`config.mk`:
```
export PLATFORM = sky130hd
export DESIGN_NAME = open_addressing_hash_insert
export DESIGN_NICKNAME = d
export VERILOG_FILES = /design/src/sv/oahi_pkg.sv /design/src/sv/open_addressing_hash_insert.sv /design/src/sv/oahi_ram.sv
export VERILOG_INCLUDE_DIRS = /design/src /design/src/sv
export SDC_FILE = /design/constraint.sdc
export NUM_CORES = 1
export LEC_CHECK = 0
export ABC_AREA = 1
export BUFFER_PORTS_ARGS = -buffer_cell sky130_fd_sc_hd__buf_2
export CAP_MARGIN = 20
export CORE_AREA = 2 2 246 308
export DETAILED_ROUTE_END_ITERATION = 7
export DIE_AREA = 0 0 248 310
export GPL_TIMING_DRIVEN = 1
export PLACE_DENSITY = 0.56
export SYNTH_ARGS = -nofsm -noshare
export SYNTH_HDL_FRONTEND = slang
export SYNTH_HIERARCHICAL = 1
export SYNTH_SLANG_ARGS = --single-unit
```
`constraint.sdc`:
```
create_clock -name clk -period 10.2 [get_ports clk]
set_input_delay 0.51 -clock clk [delete_from_list [all_inputs] [get_ports clk]]
set_output_delay 0.51 -clock clk [all_outputs]
set_load 0.05 [all_outputs]
```
`src/sv/open_addressing_hash_insert_defines.svh`:
```
// assertion macros shared by the hash insert engine
// no dependencies; taken in by `include where assertions are written
`ifndef OPEN_ADDRESSING_HASH_INSERT_DEFINES_SVH
`define OPEN_ADDRESSING_HASH_INSERT_DEFINES_SVH

// same-cycle implication, off while reset is asserted
`define OAHI_ASSERT_SAME(label, clk, rst_n, ante, cons, msg) \
	label: assert property (@(posedge clk) disable iff (!rst_n) (ante) |-> (cons)) \
		else $error(msg);

// next-cycle implication, off while reset is asserted
`define OAHI_ASSERT_NEXT(label, clk, rst_n, ante, cons, msg) \
	label: assert property (@(posedge clk) disable iff (!rst_n) (ante) |=> (cons)) \
		else $error(msg);

`endif

```
`src/sv/oahi_pkg.sv`:
```
// constants and codes of the open-addressing hash insert engine
// no dependencies; used by open_addressing_hash_insert
`default_nettype none

package oahi_pkg;

	// slot store depth
	localparam int TABLE_DEPTH = 16;
	localparam int IDX_W       = $clog2(TABLE_DEPTH);

	// field widths
	localparam int KEY_W    = 31;
	localparam int SIZE_W   = 5;
	localparam int SLOT_W   = 4;
	localparam int CNT_W    = 5;
	localparam int STATUS_W = 2;
	localparam int KEYBIT_W = $clog2(KEY_W);

	// stored entry: occupied flag over the key
	localparam int ENTRY_W = KEY_W + 1;

	// double hashing prime and step width
	localparam int DH_PRIME = 7;
	localparam int STEP_W   = $clog2(DH_PRIME + 1);

	// sum of the base-eight digits of a key, at most 71
	localparam int DSUM_W = 7;

	// configuration port
	localparam int CFG_IDX_W  = 1;
	localparam int CFG_DATA_W = 5;
	localparam logic [CFG_IDX_W-1:0] REG_TABLE_SIZE = 1'd0;
	localparam logic [CFG_IDX_W-1:0] REG_PROBE_MODE = 1'd1;

	// reset values of the registers
	localparam logic [SIZE_W-1:0] TABLE_SIZE_RST = 5'd10;

	// item kinds
	localparam logic KIND_INSERT = 1'b0;
	localparam logic KIND_CLEAR  = 1'b1;

	// probing modes
	localparam logic MODE_LINEAR = 1'b0;
	localparam logic MODE_DOUBLE = 1'b1;

	// result status codes
	localparam logic [STATUS_W-1:0] ST_PLACED  = 2'd0;
	localparam logic [STATUS_W-1:0] ST_FULL    = 2'd1;
	localparam logic [STATUS_W-1:0] ST_CLEARED = 2'd2;

endpackage

`default_nettype wire

```
`src/sv/open_addressing_hash_insert.sv`:
```
// open-addressing hash table insert engine, linear or double-hashing probes
// depends on oahi_pkg, oahi_ram and open_addressing_hash_insert_defines.svh
//
//  channel   signals                               transfer when
//  -------   -----------------------------------   ------------------------
//  input     in_valid, in_ready, kind, key         in_valid && in_ready
//  output    out_valid, out_ready, slot_index,     out_valid && out_ready
//            probe_count, status
//  config    cfg_we, cfg_idx, cfg_wdata            cfg_we (no wait)
//
// one item at a time. an insert first forms key mod n bit-serially (key mod 7
// comes from a base-eight digit sum meanwhile), then reduces the step modulo n,
// then reads one slot per cycle from the slot ram until an empty slot is found
// or all n slots are passed, then loads the result into the output register.
// a clear item sweeps all 16 slot ram entries, one a cycle, then reports.
// after reset the same sweep empties the ram; no input is taken meanwhile,
// configuration writes are. a result waiting in the output register does not
// stop the next item from being taken, only its result.
`default_nettype none

module open_addressing_hash_insert (
	input  wire logic                             clk,
	input  wire logic                             arst_n,
	// configuration
	input  wire logic                             cfg_we,
	input  wire logic [oahi_pkg::CFG_IDX_W-1:0]   cfg_idx,
	input  wire logic [oahi_pkg::CFG_DATA_W-1:0]  cfg_wdata,
	// input items
	input  wire logic                             in_valid,
	output logic                                  in_ready,
	input  wire logic                             kind,
	input  wire logic [oahi_pkg::KEY_W-1:0]       key,
	// results
	output logic                                  out_valid,
	input  wire logic                             out_ready,
	output logic      [oahi_pkg::SLOT_W-1:0]      slot_index,
	output logic      [oahi_pkg::CNT_W-1:0]       probe_count,
	output logic      [oahi_pkg::STATUS_W-1:0]    status
);

	import oahi_pkg::*;

	`include "open_addressing_hash_insert_defines.svh"

	// sequencer codes
	localparam logic [2:0] S_IDLE  = 3'd0;
	localparam logic [2:0] S_INIT  = 3'd1;
	localparam logic [2:0] S_DIV   = 3'd2;
	localparam logic [2:0] S_STEP  = 3'd3;
	localparam logic [2:0] S_PROBE = 3'd4;
	localparam logic [2:0] S_DONE  = 3'd5;

	logic [2:0]          state_q;
	logic [SIZE_W-1:0]   table_size_q;
	logic                probe_mode_q;
	logic [IDX_W-1:0]    sweep_q;
	logic                clr_res_q;
	logic [KEY_W-1:0]    key_q;
	logic [KEYBIT_W-1:0] bit_q;
	logic [SIZE_W-1:0]   rem_n_q;
	logic [DSUM_W-1:0]   dsum_q;
	logic [STEP_W-1:0]   step_q;
	logic [SIZE_W-1:0]   iss_pos_q;
	logic [CNT_W-1:0]    iss_cnt_q;
	logic                chk_vld_s1;
	logic [SIZE_W-1:0]   chk_pos_s1;
	logic [CNT_W-1:0]    chk_cnt_s1;
	logic [SLOT_W-1:0]   res_slot_q;
	logic [CNT_W-1:0]    res_cnt_q;
	logic [STATUS_W-1:0] res_status_q;
	logic                out_valid_q;
	logic [SLOT_W-1:0]   out_slot_q;
	logic [CNT_W-1:0]    out_cnt_q;
	logic [STATUS_W-1:0] out_status_q;

	logic [SIZE_W-1:0]   n_act;
	logic                key_bit;
	logic [SIZE_W:0]     rem_n_t;
	logic [SIZE_W-1:0]   rem_n_nxt;
	logic [DSUM_W-1:0]   dsum;
	logic [4:0]          fold1;
	logic [3:0]          fold2;
	logic [STEP_W-1:0]   key_mod7;
	logic [STEP_W-1:0]   step_init;
	logic [SIZE_W:0]     pos_sum;
	logic [SIZE_W-1:0]   pos_nxt;
	logic                occupied;
	logic                place;
	logic                full;
	logic                issue;
	logic                out_load;

	logic                ram_we;
	logic [IDX_W-1:0]    ram_waddr;
	logic [ENTRY_W-1:0]  ram_wdata;
	logic [IDX_W-1:0]    ram_raddr;
	logic [ENTRY_W-1:0]  ram_rdata;

	// configuration registers
	always_ff @(posedge clk or negedge arst_n) begin
		if (!arst_n) begin
			table_size_q <= TABLE_SIZE_RST;
			probe_mode_q <= MODE_LINEAR;
		end else if (cfg_we) begin
			case (cfg_idx)
				REG_TABLE_SIZE: table_size_q <= cfg_wdata;
				REG_PROBE_MODE: probe_mode_q <= cfg_wdata[0];
				default: ;
			endcase
		end
	end

	// slots in use: zero means one, saturate at the store depth
	always_comb begin
		if (table_size_q == '0) begin
			n_act = SIZE_W'(1);
		end else if (int'(table_size_q) > TABLE_DEPTH) begin
			n_act = SIZE_W'(TABLE_DEPTH);
		end else begin
			n_act = table_size_q;
		end
	end

	// one remainder bit a cycle for key mod n
	assign key_bit   = key_q[bit_q];
	assign rem_n_t   = {rem_n_q, key_bit};
	assign rem_n_nxt = (rem_n_t >= {1'b0, n_act}) ? SIZE_W'(rem_n_t - {1'b0, n_act})
		: SIZE_W'(rem_n_t);

	// key mod 7 from its base-eight digits, eight being one modulo seven
	always_comb begin
		dsum = DSUM_W'(key_q[KEY_W-1]);
		for (int d = 0; d < KEY_W / 3; d++) begin
			dsum = dsum + DSUM_W'(key_q[3*d +: 3]);
		end
	end

	// fold the registered digit sum twice, then one compare and subtract
	assign fold1     = 5'(dsum_q[6:3]) + 5'(dsum_q[2:0]);
	assign fold2     = 4'(fold1[4:3]) + 4'(fold1[2:0]);
	assign key_mod7  = (fold2 >= 4'(DH_PRIME)) ? STEP_W'(fold2 - 4'(DH_PRIME))
		: STEP_W'(fold2);
	assign step_init = (probe_mode_q == MODE_DOUBLE) ? STEP_W'(DH_PRIME) - key_mod7
		: STEP_W'(1);

	// next probe position, both terms below n
	assign pos_sum = {1'b0, iss_pos_q} + (SIZE_W+1)'(step_q);
	assign pos_nxt = (pos_sum >= {1'b0, n_act}) ? SIZE_W'(pos_sum - {1'b0, n_act})
		: SIZE_W'(pos_sum);

	// probe check on the read data of the slot issued last cycle
	assign occupied = ram_rdata[KEY_W];
	assign place    = (state_q == S_PROBE) && chk_vld_s1 && !occupied;
	assign full     = (state_q == S_PROBE) && chk_vld_s1 && occupied
		&& (chk_cnt_s1 == CNT_W'(n_act - SIZE_W'(1)));
	assign issue    = CNT_W'(iss_cnt_q) < CNT_W'(n_act);

	// slot ram ports: sweep writes empty entries, a placement writes the key
	assign ram_we    = (state_q == S_INIT) || place;
	assign ram_waddr = (state_q == S_INIT) ? sweep_q : IDX_W'(chk_pos_s1);
	assign ram_wdata = (state_q == S_INIT) ? '0 : {1'b1, key_q};
	assign ram_raddr = IDX_W'(iss_pos_q);

	oahi_ram #(
		.WIDTH (ENTRY_W),
		.DEPTH (TABLE_DEPTH)
	) u_slot_ram (
		.clk   (clk),
		.we    (ram_we),
		.waddr (ram_waddr),
		.wdata (ram_wdata),
		.raddr (ram_raddr),
		.rdata (ram_rdata)
	);

	assign in_ready = (state_q == S_IDLE);
	assign out_load = (state_q == S_DONE) && (!out_valid_q || out_ready);

	// sequencer
	always_ff @(posedge clk or negedge arst_n) begin
		if (!arst_n) begin
			state_q    <= S_INIT;
			sweep_q    <= '0;
			clr_res_q  <= 1'b0;
			chk_vld_s1 <= 1'b0;
		end else begin
			case (state_q)
				S_IDLE: begin
					if (in_valid) begin
						if (kind == KIND_CLEAR) begin
							state_q   <= S_INIT;
							sweep_q   <= '0;
							clr_res_q <= 1'b1;
						end else begin
							state_q <= S_DIV;
						end
					end
				end
				S_INIT: begin
					sweep_q <= sweep_q + IDX_W'(1);
					if (sweep_q == IDX_W'(TABLE_DEPTH - 1)) begin
						state_q <= clr_res_q ? S_DONE : S_IDLE;
					end
				end
				S_DIV: begin
					if (bit_q == '0) begin
						state_q <= S_STEP;
					end
				end
				S_STEP: begin
					if ({{(SIZE_W-STEP_W){1'b0}}, step_q} < n_act) begin
						state_q    <= S_PROBE;
						chk_vld_s1 <= 1'b0;
					end
				end
				S_PROBE: begin
					if (place || full) begin
						state_q    <= S_DONE;
						chk_vld_s1 <= 1'b0;
					end else begin
						chk_vld_s1 <= issue;
					end
				end
				S_DONE: begin
					if (out_load) begin
						state_q <= S_IDLE;
					end
				end
				default: state_q <= S_IDLE;
			endcase
		end
	end

	// item datapath
	always_ff @(posedge clk) begin
		case (state_q)
			S_IDLE: begin
				key_q   <= key;
				bit_q   <= KEYBIT_W'(KEY_W - 1);
				rem_n_q <= '0;
			end
			S_INIT: begin
				res_slot_q   <= '0;
				res_cnt_q    <= '0;
				res_status_q <= ST_CLEARED;
			end
			S_DIV: begin
				bit_q     <= bit_q - KEYBIT_W'(1);
				rem_n_q   <= rem_n_nxt;
				dsum_q    <= dsum;
				step_q    <= step_init;
				iss_pos_q <= rem_n_nxt;
				iss_cnt_q <= '0;
			end
			S_STEP: begin
				if ({{(SIZE_W-STEP_W){1'b0}}, step_q} >= n_act) begin
					step_q <= STEP_W'({{(SIZE_W-STEP_W){1'b0}}, step_q} - n_act);
				end
			end
			S_PROBE: begin
				if (place) begin
					res_slot_q   <= SLOT_W'(chk_pos_s1);
					res_cnt_q    <= chk_cnt_s1;
					res_status_q <= ST_PLACED;
				end else if (full) begin
					res_slot_q   <= '0;
					res_cnt_q    <= CNT_W'(n_act);
					res_status_q <= ST_FULL;
				end else if (issue) begin
					chk_pos_s1 <= iss_pos_q;
					chk_cnt_s1 <= iss_cnt_q;
					iss_pos_q  <= pos_nxt;
					iss_cnt_q  <= iss_cnt_q + CNT_W'(1);
				end
			end
			default: ;
		endcase
	end

	// output register
	always_ff @(posedge clk or negedge arst_n) begin
		if (!arst_n) begin
			out_valid_q <= 1'b0;
		end else if (out_load) begin
			out_valid_q <= 1'b1;
		end else if (out_ready) begin
			out_valid_q <= 1'b0;
		end
	end

	always_ff @(posedge clk) begin
		if (out_load) begin
			out_slot_q   <= res_slot_q;
			out_cnt_q    <= res_cnt_q;
			out_status_q <= res_status_q;
		end
	end

	assign out_valid   = out_valid_q;
	assign slot_index  = out_slot_q;
	assign probe_count = out_cnt_q;
	assign status      = out_status_q;

	// checks
	`OAHI_ASSERT_SAME(a_place_empty, clk, arst_n,
		ram_we && (state_q == S_PROBE), !ram_rdata[KEY_W],
		"key written over an occupied slot")
	`OAHI_ASSERT_SAME(a_issue_bound, clk, arst_n,
		state_q == S_PROBE, CNT_W'(iss_cnt_q) <= CNT_W'(n_act),
		"more probes issued than slots in use")
	`OAHI_ASSERT_SAME(a_full_slot, clk, arst_n,
		out_valid && (status == ST_FULL), slot_index == '0,
		"full result with a non-zero slot")
	`OAHI_ASSERT_SAME(a_clear_res, clk, arst_n,
		out_valid && (status == ST_CLEARED), (slot_index == '0) && (probe_count == '0),
		"clear result with non-zero fields")
	`OAHI_ASSERT_NEXT(a_load_ready, clk, arst_n,
		out_load, state_q == S_IDLE,
		"sequencer not idle after result load")

endmodule

`default_nettype wire

```
`src/sv/oahi_ram.sv`:
```
// generic single-clock ram, one write port and one registered read port
// no dependencies
`default_nettype none

module oahi_ram #(
	parameter int WIDTH = 32,
	parameter int DEPTH = 16,
	localparam int AW = $clog2(DEPTH)
) (
	input  wire logic             clk,
	input  wire logic             we,
	input  wire logic [AW-1:0]    waddr,
	input  wire logic [WIDTH-1:0] wdata,
	input  wire logic [AW-1:0]    raddr,
	output logic      [WIDTH-1:0] rdata
);

	logic [WIDTH-1:0] mem [DEPTH];

	// write port
	always_ff @(posedge clk) begin
		if (we) begin
			mem[waddr] <= wdata;
		end
	end

	// registered read
	always_ff @(posedge clk) begin
		rdata <= mem[raddr];
	end

endmodule

`default_nettype wire

```
==> results list <==
* Outcome: completed
* Critical path data arrival time: 4030 ps
- Period utilisation layout: 37.60%
- The worst setup path is captured at a flip-flop.
- For the finished layout, the period the worst path requires is approximately 3800 ps.
- The max-slew violation count was 0.
- DRT iter0 DRCs: 323
- Hold Path Class: input pin to asynchronous set/reset pin
* Cell total after placement: 1730
- Number of port buffers: 55
- The repair_antennas step left the layout with diodes totalling 0.
- Summing over every cut layer, the via total after detailed routing is 4963.
- Total Die Area: a little under 0.08 sq mm
- RSZ-0062 raised after global routing: no
- Total of hold buffers inserted after clock tree synthesis: 0
- Entering global routing, the biggest net connects 33 pins.
- Static timing analysis puts the maximum clock frequency at 260.7 MHz.
- The net count of the finished layout is 890.
* Number of nets with antenna violations after routing: 0
- The worst setup path is launched from a flip-flop.
- Max-cap violations in this run came to 0.
- The finished layout holds 1762 standard cells, fillers aside.
- Required arrival time at the worst endpoint: 10390 ps
- Dividing the detail-routed via count by the number of cells gives 2.817.
- Post-detailed-placement half-perimeter wirelength: 13.73 mm
* Post-synth net total: 856
* Clk pin slew, worst setup/hold paths: 70 ps
- Finish-stage setup viols: 0
- Averaged over all synthesized cells, the footprint is 9.907 sq um.
- In the routed design, unresolved DRC markers number 0.
- For the pin with the worst max-slew slack, the measured transition is 964.0 ps.
- Commonest non-fill, non-tap cell in the layout: sky130_fd_sc_hd__nand2_1
* Worst path max stage delay: 580 ps
- IR drop worst, VDD: 0.3926 mV
- Clock skew on the completed layout was measured at 10.21 ps.
- The top cell types in the final layout, fill and taps aside, are sky130_fd_sc_hd__nand2_1 (122), sky130_fd_sc_hd__inv_1 (113), sky130_fd_sc_hd__edfxtp_1 (108), sky130_fd_sc_hd__nor2_1 (72), sky130_fd_sc_hd__buf_2 (55).
- Counting every sink on the clock net gives 125.
- The initial antenna violation count came to 1.
- Largest driver fanout on the critical path: 2
- Buffers added to address setup during post-CTS repair amount to 0.
- Clock Path Buffers: 2
- Routed wire length per instance: approximately 10 um
* Clock latency on the worst-skew pair: 440 ps
* Core Box Area: approximately 0.074 sq mm
- Critical path, cell by cell: fa_1, fa_1, fa_1, inv_1, fa_1, inv_1, fa_1, a21o_1, a21oi_1, nor2_1, o21a_1
* Fraction of final layout cells sized beyond drive strength 1: 15.01%
* Count of pins on the block boundary: 56
- TritonCTS built the clock tree.
- Area of the mapped netlist: 0.007391 sq mm
- CTS built an H-tree with a depth of 4.
- Crit path max-delay cell type: sky130_fd_sc_hd__fa_1
- Dividing total power by cell area gives a power density of 451.4 mW/mm^2.
- Yosys printed 6 warnings.
* CTS Root Cell: sky130_fd_sc_hd__clkbuf_16
* Leak pwr: 3.661 nW
- Setup total negative slack: 0 ps
- Number of buffers added by the clock tree synthesis step: 17
- The first global-routing pass estimated 27.77 mm of wire.
- Width of the die: 248 um
- Across every metal layer, demand over resource in global routing totals just under 5%.
- Standard-cell rows: 112
* Critical Path Most Common Cell: sky130_fd_sc_hd__fa_1
- The congestion estimate from routability-driven global placement came to 0.7937.
- The floorplan step set the die height to around 310 um.
* Mapped Cells: 746
* Initial Util: 9.970%
- After global routing the overflow that remains totals 0.
- From synthesis to final layout, the design area changed by 24.60%.
- After detailed routing, the total wire length is between 15 and 20 mm.
- The first detailed-routing pass took 5 iterations.
* Critical setup path kind: flip-flop to flip-flop
- Filler Cells Inserted: 8371
- In this run the tightest slew margin relative to its limit is between 30% and 40%.
- Number of gates resized after cts: 0
- The via count of the first global-routing pass is 4975.
- Final-report hold violation count: 0
[registers in the layout, summed over array words and instances (netlist names), 2 cells and up]
| signal | cells |
|---|---|
| res_status_q | 2 |
| state_q | 3 |
| rem_n_q | 5 |
| chk_pos_s1 | 4 |
| u_slot_ram/mem | 16 |
| res_slot_q | 4 |
| chk_cnt_s1 | 5 |
| slot_index | 4 |
| probe_count | 5 |
| table_size_q | 5 |
| res_cnt_q | 5 |
| key_q | 31 |
| iss_cnt_q | 5 |
| step_q | 3 |
| iss_pos_q | 5 |
| bit_q | 5 |
| dsum_q | 7 |
| sweep_q | 4 |
| status | 2 |
[per-stage QoR]
stage          area [sq um]  hold WS [ps]  util (%)  total power [mW]  setup slack (ps)
2_1_floorplan          7391         214.4         -             3.092              6515
3_3_place_gp           8606         402.2     11.61             3.515              6373
3_5_place_dp           8606         405.4     11.61             3.563              6360
4_1_cts                9209         8.144     12.42             4.216              6350
5_1_grt                9209         15.34     12.42             4.614              6063
6_report               9209         10.84     12.42             4.157              6364
[worst max-delay path: cells and delay by family, from the launching register on]
| family | cells | cell delay [ps] |
|---|---|---|
| flops | 1 | 440 |
| fa+ha+maj | 5 | 2440 |
| compound gates | 3 | 550 |
| buf+inv | 2 | 110 |
| simple gates | 1 | 60 |
[path summary, 6_finish.rpt]
path | startpoint | endpoint | slack [ps] | cells after the start
max | key_q[19]$_DFFE_PP_ | dsum_q[6]$_DFFE_PP_ | 6360 | 11
min | arst_n | probe_mode_q$_DFFE_PN0P_ | 10 | 1
max reg2reg | key_q[19]$_DFFE_PP_ | dsum_q[6]$_DFFE_PP_ | 6360 | 11
min reg2reg | res_cnt_q[1]$_SDFFCE_PN0P_ | probe_count[1]$_DFFE_PP_ | 410 | 0
max in group asynchronous | arst_n | table_size_q[3]$_DFFE_PN1P_ | 9830 | 1
min in group clk | key[22] | key_q[22]$_DFFE_PP_ | 250 | 1
[layer usage]
| metal | vias up | part of all wire [%] | track usage, % |
|---|---|---|---|
| met4 | 0 | 1.0 | 1.434 |
| met2 | 94 | 46 | 7.663 |
| met5 | - | 0 | 0 |
| met3 | 12 | 4.6 | 1.527 |
| li1 | 2503 | - | - |
| met1 | 2354 | 48 | 6.358 |
[area by class of cell]
cell class / instances / area [sq um] / area share, %
flip-flops and latches: 125 / 3667 / 39.82
multi-input cells: 456 / 2964 / 32.19
well taps: 969 / 1212 / 13.17
inverters: 121 / 456.7 / 4.959
clock buffers: 17 / 425.4 / 4.620
repair buffers: 59 / 305.3 / 3.315
clock inverters: 15 / 177.7 / 1.929
[power by group]
group          internal, mW  leakage [nW]  switching (mW)  total [mW]
clock                 0.369         0.299           0.263       0.632
sequential            0.920          1.20           0.139        1.06
combinational          1.02          2.16            1.44        2.46
(Power assumes the default switching activity.)
